==> config.mk <==
export PLATFORM = sky130hd
export DESIGN_NAME = chacha20_stream_cipher_unit
export DESIGN_NICKNAME = d
export VERILOG_FILES = /design/src/chacha_pkg.sv /design/src/chacha20_stream_cipher_unit.sv
export SDC_FILE = /design/constraint.sdc
export NUM_CORES = 2
export LEC_CHECK = 0
export BUFFER_PORTS_ARGS = -buffer_cell sky130_fd_sc_hd__clkbuf_2
export CORE_MARGIN = 2
export CORE_UTILIZATION = 35
export DETAILED_ROUTE_END_ITERATION = 16
export SLEW_MARGIN = 20
export SYNTH_ARGS = -nofsm -noshare
export SYNTH_HDL_FRONTEND = slang
export SYNTH_SLANG_ARGS = --single-unit
==> constraint.sdc <==
create_clock -name clk_i -period 33.9 [get_ports clk_i]
set_input_delay 8.475 -clock clk_i [delete_from_list [all_inputs] [get_ports clk_i]]
set_output_delay 8.475 -clock clk_i [all_outputs]
set_load 0.01 [all_outputs]
==> src/chacha_pkg.sv <==
// chacha20 stream cipher types, constants and helper functions
`timescale 1ns / 1ps

package chacha_pkg;

  localparam int unsigned CfgIdxW  = 4;
  localparam int unsigned CfgDataW = 64;

  typedef logic [31:0] word_t;

  typedef enum logic [CfgIdxW-1:0] {
    CfgKey0    = 4'd0,
    CfgKey1    = 4'd1,
    CfgKey2    = 4'd2,
    CfgKey3    = 4'd3,
    CfgNonceLo = 4'd4,
    CfgNonceHi = 4'd5,
    CfgInitCtr = 4'd6,
    CfgConstSel = 4'd7
  } cfg_reg_e;

  typedef enum logic [3:0] {
    StIdle  = 4'b0001,
    StRound = 4'b0010,
    StFeed  = 4'b0100,
    StEmit  = 4'b1000
  } state_e;

  localparam word_t ConstStd [4] = '{
    32'h61707865, 32'h3320646e, 32'h79622d32, 32'h6b206574
  };
  localparam word_t ConstAlt [4] = '{
    32'h636E6144, 32'h52664F65, 32'h626F6C61, 32'h6E6F7265
  };

  // left rotation for the four quarter-round steps
  function automatic word_t qr_rotl(input word_t v, input logic [1:0] step);
    word_t r;
    case (step)
      2'd0:    r = {v[15:0], v[31:16]};
      2'd1:    r = {v[19:0], v[31:20]};
      2'd2:    r = {v[23:0], v[31:24]};
      default: r = {v[24:0], v[31:25]};
    endcase
    return r;
  endfunction

  // word index of one quarter-round role (a, b, c, d) for a lane
  function automatic logic [3:0] qr_idx(input logic diag, input logic [1:0] lane,
                                        input logic [1:0] role);
    logic [1:0] col;
    col = lane + (role * {1'b0, diag});
    return {role, col};
  endfunction

endpackage

==> src/chacha20_stream_cipher_unit.sv <==
// chacha20 byte-stream cipher top level with shared four-lane quarter-round step unit
//
// usage: one byte enters on the input channel (data_byte_i, message_start_i) and
// one cipher byte leaves on the output channel; both use valid and stall, and a
// transfer happens at a clock edge with valid high and stall low.
// key, nonce, initial counter and constant select are written through the cfg
// channel (index, data); cfg_ready_o is always high, unknown indexes are dropped.
// message_start_i restarts the byte position and reloads the block counter.
// a byte inside a keystream block gives its result in the cycle after its
// transfer; a byte that opens a block first runs the round steps, where four
// quarter-round lanes do one add-xor-rotate step per cycle, then the
// feed-forward state and the output state, which waits while the output stalls.
// throughput: one byte per cycle inside a block while the output is not stalled.
// the block takes no byte while it builds a keystream block.
// reset: position and counter clear, so the first byte builds block zero unless it carries message_start_i;
// all configuration registers clear to zero.
// a stalled result holds in the output register; a new byte is taken only
// while the output register is empty or being drained.
`timescale 1ns / 1ps

module chacha20_stream_cipher_unit #(
  parameter int unsigned DOUBLE_ROUNDS = 10
) (
  input  logic                             clk_i,
  input  logic                             rst_ni,
  input  logic                             cfg_valid_i,
  output logic                             cfg_ready_o,
  input  logic [chacha_pkg::CfgIdxW-1:0]   cfg_index_i,
  input  logic [chacha_pkg::CfgDataW-1:0]  cfg_data_i,
  input  logic                             in_valid_i,
  output logic                             in_stall_o,
  input  logic [7:0]                       data_byte_i,
  input  logic                             message_start_i,
  output logic                             out_valid_o,
  input  logic                             out_stall_i,
  output logic [7:0]                       cipher_byte_o
);
  import chacha_pkg::*;

  localparam int unsigned NumSteps = DOUBLE_ROUNDS * 8;
  localparam int unsigned StepW    = $clog2(NumSteps);
  localparam logic [StepW-1:0] LastStep = StepW'(NumSteps - 1);

  logic [63:0] key_q [4];
  logic [63:0] nonce_lo_q;
  word_t       nonce_hi_q;
  word_t       init_ctr_q;
  logic        const_sel_q;

  state_e           state_q, state_d;
  logic [StepW-1:0] step_q, step_d;
  logic [5:0]       pos_q, pos_d;
  word_t            ctr_q, ctr_d;
  logic             out_valid_q, out_valid_d;
  logic [7:0]       out_byte_q, out_byte_d;
  logic [7:0]       data_q, data_d;
  word_t            ww_q [16];
  word_t            ww_d [16];
  word_t            ww_step [16];
  word_t            init_w [16];

  logic  accept;
  logic  new_blk;
  logic  out_free;
  word_t ctr_start;
  word_t ctr_sel;
  logic [7:0] ks_byte;

  assign cfg_ready_o   = 1'b1;
  assign out_valid_o   = out_valid_q;
  assign cipher_byte_o = out_byte_q;

  assign out_free   = !out_valid_q || !out_stall_i;
  assign in_stall_o = !((state_q == StIdle) && out_free);
  assign accept     = in_valid_i && !in_stall_o;
  assign new_blk    = message_start_i || (pos_q == 6'd0);
  assign ctr_start  = message_start_i ? init_ctr_q : ctr_q;
  assign ctr_sel    = (state_q == StIdle) ? ctr_start : ctr_q;
  assign ks_byte    = ww_q[pos_q[5:2]][{pos_q[1:0], 3'b000} +: 8];

  always_ff @(posedge clk_i or negedge rst_ni) begin
    if (!rst_ni) begin
      for (int i = 0; i < 4; i++) begin
        key_q[i] <= '0;
      end
      nonce_lo_q  <= '0;
      nonce_hi_q  <= '0;
      init_ctr_q  <= '0;
      const_sel_q <= 1'b0;
    end else if (cfg_valid_i && cfg_ready_o) begin
      unique case (cfg_index_i)
        CfgKey0:     key_q[0]    <= cfg_data_i;
        CfgKey1:     key_q[1]    <= cfg_data_i;
        CfgKey2:     key_q[2]    <= cfg_data_i;
        CfgKey3:     key_q[3]    <= cfg_data_i;
        CfgNonceLo:  nonce_lo_q  <= cfg_data_i;
        CfgNonceHi:  nonce_hi_q  <= cfg_data_i[31:0];
        CfgInitCtr:  init_ctr_q  <= cfg_data_i[31:0];
        CfgConstSel: const_sel_q <= cfg_data_i[0];
        default: ;
      endcase
    end
  end

  always_comb begin
    for (int i = 0; i < 4; i++) begin
      init_w[i] = const_sel_q ? ConstAlt[i] : ConstStd[i];
    end
    for (int i = 0; i < 4; i++) begin
      init_w[4 + 2 * i] = key_q[i][31:0];
      init_w[5 + 2 * i] = key_q[i][63:32];
    end
    init_w[12] = ctr_sel;
    init_w[13] = nonce_lo_q[31:0];
    init_w[14] = nonce_lo_q[63:32];
    init_w[15] = nonce_hi_q;
  end

  // four independent lanes, each doing x += y; z ^= x; z <<<= r
  always_comb begin
    logic [1:0] s;
    logic       diag;
    logic [3:0] xi, yi, zi;
    word_t      sum;
    s    = step_q[1:0];
    diag = step_q[2];
    for (int i = 0; i < 16; i++) begin
      ww_step[i] = ww_q[i];
    end
    for (int l = 0; l < 4; l++) begin
      xi  = qr_idx(diag, 2'(l), s[0] ? 2'd2 : 2'd0);
      yi  = qr_idx(diag, 2'(l), s[0] ? 2'd3 : 2'd1);
      zi  = qr_idx(diag, 2'(l), s[0] ? 2'd1 : 2'd3);
      sum = ww_q[xi] + ww_q[yi];
      ww_step[xi] = sum;
      ww_step[zi] = qr_rotl(ww_q[zi] ^ sum, s);
    end
  end

  always_comb begin
    state_d     = state_q;
    step_d      = step_q;
    pos_d       = pos_q;
    ctr_d       = ctr_q;
    out_valid_d = out_valid_q && out_stall_i;
    out_byte_d  = out_byte_q;
    data_d      = data_q;
    for (int i = 0; i < 16; i++) begin
      ww_d[i] = ww_q[i];
    end
    unique case (state_q)
      StIdle: begin
        if (accept) begin
          data_d = data_byte_i;
          if (new_blk) begin
            ctr_d   = ctr_start;
            step_d  = '0;
            state_d = StRound;
            for (int i = 0; i < 16; i++) begin
              ww_d[i] = init_w[i];
            end
          end else begin
            out_byte_d  = data_byte_i ^ ks_byte;
            out_valid_d = 1'b1;
            pos_d       = pos_q + 6'd1;
          end
        end
      end
      StRound: begin
        for (int i = 0; i < 16; i++) begin
          ww_d[i] = ww_step[i];
        end
        if (step_q == LastStep) begin
          state_d = StFeed;
        end else begin
          step_d = step_q + 1'b1;
        end
      end
      StFeed: begin
        for (int i = 0; i < 16; i++) begin
          ww_d[i] = ww_q[i] + init_w[i];
        end
        state_d = StEmit;
      end
      StEmit: begin
        if (out_free) begin
          out_byte_d  = data_q ^ ww_q[0][7:0];
          out_valid_d = 1'b1;
          pos_d       = 6'd1;
          ctr_d       = ctr_q + 32'd1;
          state_d     = StIdle;
        end
      end
      default: state_d = StIdle;
    endcase
  end

  always_ff @(posedge clk_i or negedge rst_ni) begin
    if (!rst_ni) begin
      state_q     <= StIdle;
      step_q      <= '0;
      pos_q       <= '0;
      ctr_q       <= '0;
      out_valid_q <= 1'b0;
    end else begin
      state_q     <= state_d;
      step_q      <= step_d;
      pos_q       <= pos_d;
      ctr_q       <= ctr_d;
      out_valid_q <= out_valid_d;
    end
  end

  always_ff @(posedge clk_i) begin
    out_byte_q <= out_byte_d;
    data_q     <= data_d;
    for (int i = 0; i < 16; i++) begin
      ww_q[i] <= ww_d[i];
    end
  end

  assert property (@(posedge clk_i) disable iff (!rst_ni)
    (accept && !new_blk) |=> (out_valid_o && (state_q == StIdle)))
    else $error("byte inside a block did not give a result in one cycle");

  assert property (@(posedge clk_i) disable iff (!rst_ni)
    (accept && new_blk) |=> ((state_q == StRound) && (step_q == '0)))
    else $error("block start did not enter the round sequence");

  assert property (@(posedge clk_i) disable iff (!rst_ni)
    (state_q == StFeed) |=> (state_q == StEmit))
    else $error("feed-forward not followed by output cycle");

  assert property (@(posedge clk_i) disable iff (!rst_ni)
    $rose(out_valid_o) |-> ($past(state_q == StIdle) || $past(state_q == StEmit)))
    else $error("result appeared outside idle or output cycle");

endmodule

* Yosys cells after proc, flatten, opt, wreduce, memory -nomap -nowiden
Memories as Yosys holds them, arrays and structs flattened.
Index checks and enable logic that the tools add are counted.
** Storage, ports and cells
- Flip-flop bits (word level) :: 451
- Bits in writable memories :: 512
- Input port bits :: 82
- Output and inout port bits :: 11
- Logic and storage cells :: 201
- Memories :: 1
** Operators by class
- Add/sub/neg operators :: 32
- Multipliers :: 3
- Order comparisons :: 16
- Eq/ne operators :: 20
- Shift operators :: 1
- Mux-type cells :: 65
- Bitwise operators :: 14
- Reductions and logical operators :: 34
** Memory list
- ww_q :: depth 16, width 32, rd ports 29, clocked after memory_dff 0, write ports 16, RTL line chacha20_stream_cipher_unit.sv:57 : word_t ww_q [16];
** Operator list (number)
- $bwmux 512 :: 8
- $pmux 512 s3 :: 1
- $demux 32 s4 :: 8
- $mux 512 :: 2
- $add 32x32->32 :: 16
- $mux 32 :: 13
- $pmux 32 s3 :: 4
- $add 32x31->32 :: 4
- $xor 32x32->32 :: 4
- $pmux 32 s2 :: 1
- $ge 5x5->1 const B :: 8
- $lt 5x1->1 const B :: 8
- $not 4->5 :: 8
- $add 32x1->32 const B :: 1
- $shiftx 32x6->8 :: 1
- $mux 31 :: 1
- $mux 29 :: 1
- $mux 27 :: 1
- $mux 26 :: 1
- $mux 8 :: 3
- $mux 7 :: 3
- $eq 4x3->1 const B :: 5
- $mux 6 :: 3
- $reduce_and 2->1 :: 9
- other kinds (29) :: 71

* Logic depth before layout (Yosys ltp)
- Word-level depth :: 16
- Mapped depth :: 26
- Depth with buffers taken out :: 17

* Worst setup path after synthesis
No wires, ideal clock.
- Kind :: input -> register
- Start :: input message_start_i
- End :: memory ww_q[0][0] (netlist bit) (enable)
- Setup time :: 3.688 ns
- Arrival :: 17.384 ns
- Required time :: 30.212 ns
- Slack :: 12.828 ns
- Cell stages on the path :: 4
- Path buffers :: 1
- Cell sequence :: clkbuf_1 > a31oi_1 > nand2b_1 > nand2_1
** RTL lines
- from (decl) :: RTL line chacha20_stream_cipher_unit.sv:33 : input logic message_start_i,
- to (decl) :: RTL line chacha20_stream_cipher_unit.sv:57

* Worst setup path after layout
- Start :: input out_stall_i
- End :: output in_stall_o
** On the way
- Word-level cells in the longest chain between the ends :: 4
** RTL lines
- from (decl) :: RTL line chacha20_stream_cipher_unit.sv:35 : input logic out_stall_i,
- $logic_not 1->1 :: RTL line chacha20_stream_cipher_unit.sv:73 : assign out_free = !out_valid_q || !out_stall_i;
- $logic_or 1x1->1 :: RTL line chacha20_stream_cipher_unit.sv:73
- $logic_and 1x1->1 :: RTL line chacha20_stream_cipher_unit.sv:74 : assign in_stall_o = !((state_q == StIdle) && out_free);
- $logic_not 1->1 :: RTL line chacha20_stream_cipher_unit.sv:74
- to (decl) :: RTL line chacha20_stream_cipher_unit.sv:31 : output logic in_stall_o,
No other way between the ends.

==> flow_summary.toml <==
[run_status]
outcome = "finished clean"

[grt]
grt_pass1_wl_um = 695000
antenna_found_initial = 64
grt_max_degree = 145
grt_usage_pct = 36.3
grt.overflow.total = 0
first_global_vias = 85800

[setup_path]
r2r-start = "step_q[2]"
endpoint_kind = "output port"
arrival_ps = 8950
critPathKind = "in -> out"
cp-start-kind = "primary input"
rrSetupSlack_ps = 24300
r2r.worst_path.cells = 17
r2r-end = "ww_q[4][1]"
critPathMaxFanout = 5
cp.required_ps = 25420

[synthesis]
synth_top_area_share_pct = 16.9
yosys.cell_count.top_type = "a21oi_1"
ys_seq_elements = 963
synth_ff_type = "edfxtp_1"
syn_area_mm2 = 0.0937
yosysWarnings = 0
syn_area_per_cell_um2 = 9.51
postSynthCellCount = 9847
synth_edf_count = 528
yosys-top-cells-area = "edfxtp_1, dfrtp_1, mux4_2, ha_1, mux2_2"
synthTopCellsByCount = "a21oi_1, o21ai_0, nor2_1"
yosysSeqAreaShare_pct = 28.5
async_reset_ff_share_pct = 45.2
yosysTopAreaCell = "edfxtp_1"
synth_nets = 10500
ys_types = 117

[die]
fp.dieW_um = 521
num_io_pins = 93
start_util_pct = 35.3
core_mm2 = 0.266
die-height_um = 521
die_area_mm2 = 0.272
rows = 189

[clock_tree]
post_cts_resized = 0
holdBufCountCts = 0
numCtsBuffers = 132
cts_htree_levels = 4
clk_latency_ps = 880
clock_path_buffers = 3
postCtsSetupBuffers = 0
cts_tree = "done"
cts-root-buf = "clkbuf_16"
clock-sinks = 963
clk_pin_slew_ps = 60

[timing]
final.min_clock_period_ps = 17420
finalClockSkew_ps = 56.1
rsz0062_at_grt = "no"
fmax_mhz = 57.4
hold_viol = 0
drv_slew = 0
post-route-period-util_pct = 51.4
setup_viol = 0
worst_slew_pin_slew_ps = 1490
relSlewSlack_pct = 0.793
setup_tns_ps = 0

[drt]
routedWlPerCell_um = 38.4
vias_per_cell = 7.01
dr.pass1.iters = 10
wl_um = 512000
drc = 0
antenna_left = 0
num_vias = 93300
drt_iter0_drc = 15700

[cells_and_area]
final_net_count = 10300
syn2layout_area_growth_pct = 9.97
n_fill_cell = 26100
drive_gt1_share_pct = 15.7

[flow_run]
maxCapViolCount = 0

[placement]
portBuffers = 91
dpl.hpwl_um = 390000
finalWeightedCongestion = 1.11

[worst_hold_path]
hold_depth = 1
hold_start = "init_w[159]"
min_to = "init_w[159]"
min_path_type = "reg -> reg"
==> kinds of logic after synthesis <==
group | count (synthesis) | synth area share (%)
AOI/OAI and AO/OA | 3501 | 25.2
xor gates and xnor gates | 614 | 6.39
adders and majority gates | 572 | 7.78
buffers and inverters | 820 | 3.42
DFF | 963 | 28.5
muxes | 1067 | 17.3
other | 1 | 0.00400
and+or+nand+nor | 2309 | 11.4
==> critical path, stage by stage <==
cell      delay [ps]
clkbuf_2         110
nand2_1          140
nand2_1           90
clkbuf_2         140
==> through the flow <==
| stage | setup slack, ps | std cells | area (µm²) | hold WS [ps] | util, % |
|---|---|---|---|---|---|
| after CTS | 16470 | 13300 | 103000 | 535 | 38.7 |
| after floorplan | 12830 | 9847 | 93700 | 458 | - |
| after global routing | 16450 | 13300 | 103000 | 547 | 38.8 |
| after global placement | 16490 | 13000 | 98100 | 509 | 36.9 |
| final | 16480 | 13300 | 103000 | 531 | 38.8 |
| after detailed placement | 16470 | 13000 | 98200 | 512 | 37.0 |
==> state kept, by name, indices dropped and copies added (netlist names) <==
name and count:
ww_q 512, nonce_lo_q 64, const_sel_q 1, data_q 8, init_ctr_q 32, pos_q 6
state_q 4, ctr_q 32, nonce_hi_q 32, cipher_byte_o 8, step_q 7, init_w 256
out_valid_o 1
==> cells in the final DEF, fill, tap and decap left out, types with 32 or more instances in the layout <==
master / synthesis / routed
a211o_1: 39 / 39
a211oi_1: 120 / 118
a21o_1: 298 / 298
a21oi_1: 893 / 890
a221o_1: 134 / 134
a221oi_1: 120 / 118
a222oi_1: 136 / 136
a22oi_1: 113 / 113
a31oi_1: 91 / 91
and2_1: 61 / 61
and3_1: 83 / 82
buf_4: 12 / 217
clkbuf_16: 0 / 135
clkbuf_2: 1 / 90
dfrtp_1: 434 / 428
edfxtp_1: 528 / 528
ha_1: 554 / 550
inv_1: 148 / 148
mux2_2: 431 / 431
mux2i_1: 240 / 240
mux4_2: 396 / 396
nand2_1: 692 / 686
nand2b_1: 89 / 89
nand3_1: 166 / 166
nand4_1: 57 / 57
nor2_1: 719 / 712
nor2b_1: 46 / 46
nor3_1: 180 / 179
o211ai_1: 138 / 138
o21a_1: 81 / 81
o21ai_0: 732 / 723
o21ai_1: 23 / 32
o21bai_1: 83 / 83
o221ai_1: 129 / 129
o22ai_1: 34 / 33
o31ai_1: 33 / 33
or3_1: 61 / 60
xnor2_1: 327 / 312
xor2_1: 243 / 238
==> per-layer routing <==
metal	up-vias	share of wire (%)	global-route usage, %	routed length [µm]
met5	-	0.033	0	171
met4	22	5.1	16.2	26100
met3	943	15	13.3	77500
met2	6919	40	50.9	207000
met1	47100	39	49.4	201000
li1	38400	-	-	-
==> how the worst max path moves through the flow <==
stage                          startpoint         end  slack [ps]  cells past startpoint
final                         out_stall_i  in_stall_o       16480                      4
after global routing          out_stall_i  in_stall_o       16450                      4
after CTS                     out_stall_i  in_stall_o       16470                      4
after detailed placement      out_stall_i  in_stall_o       16470                      4
after global placement        out_stall_i  in_stall_o       16490                      4
after floorplan           message_start_i  ww_q[0][0]       12830                      4
==> area by class of cell <==
class	instances	area [µm²]	area share [%]
Antenna cell	29	72.6	0.0704
Clock inverter	64	858	0.833
Tap cell	3533	4420	4.29
Clock buffer	181	3750	3.64
Inverter	153	588	0.571
Sequential cell	963	26800	26.0
Multi-Input combinational cell	8064	64100	62.3
Timing Repair Buffer	326	2430	2.36
Power is not shown: default switching activity piles up to over one toggle a cycle in this logic, so the estimate is an artifact.
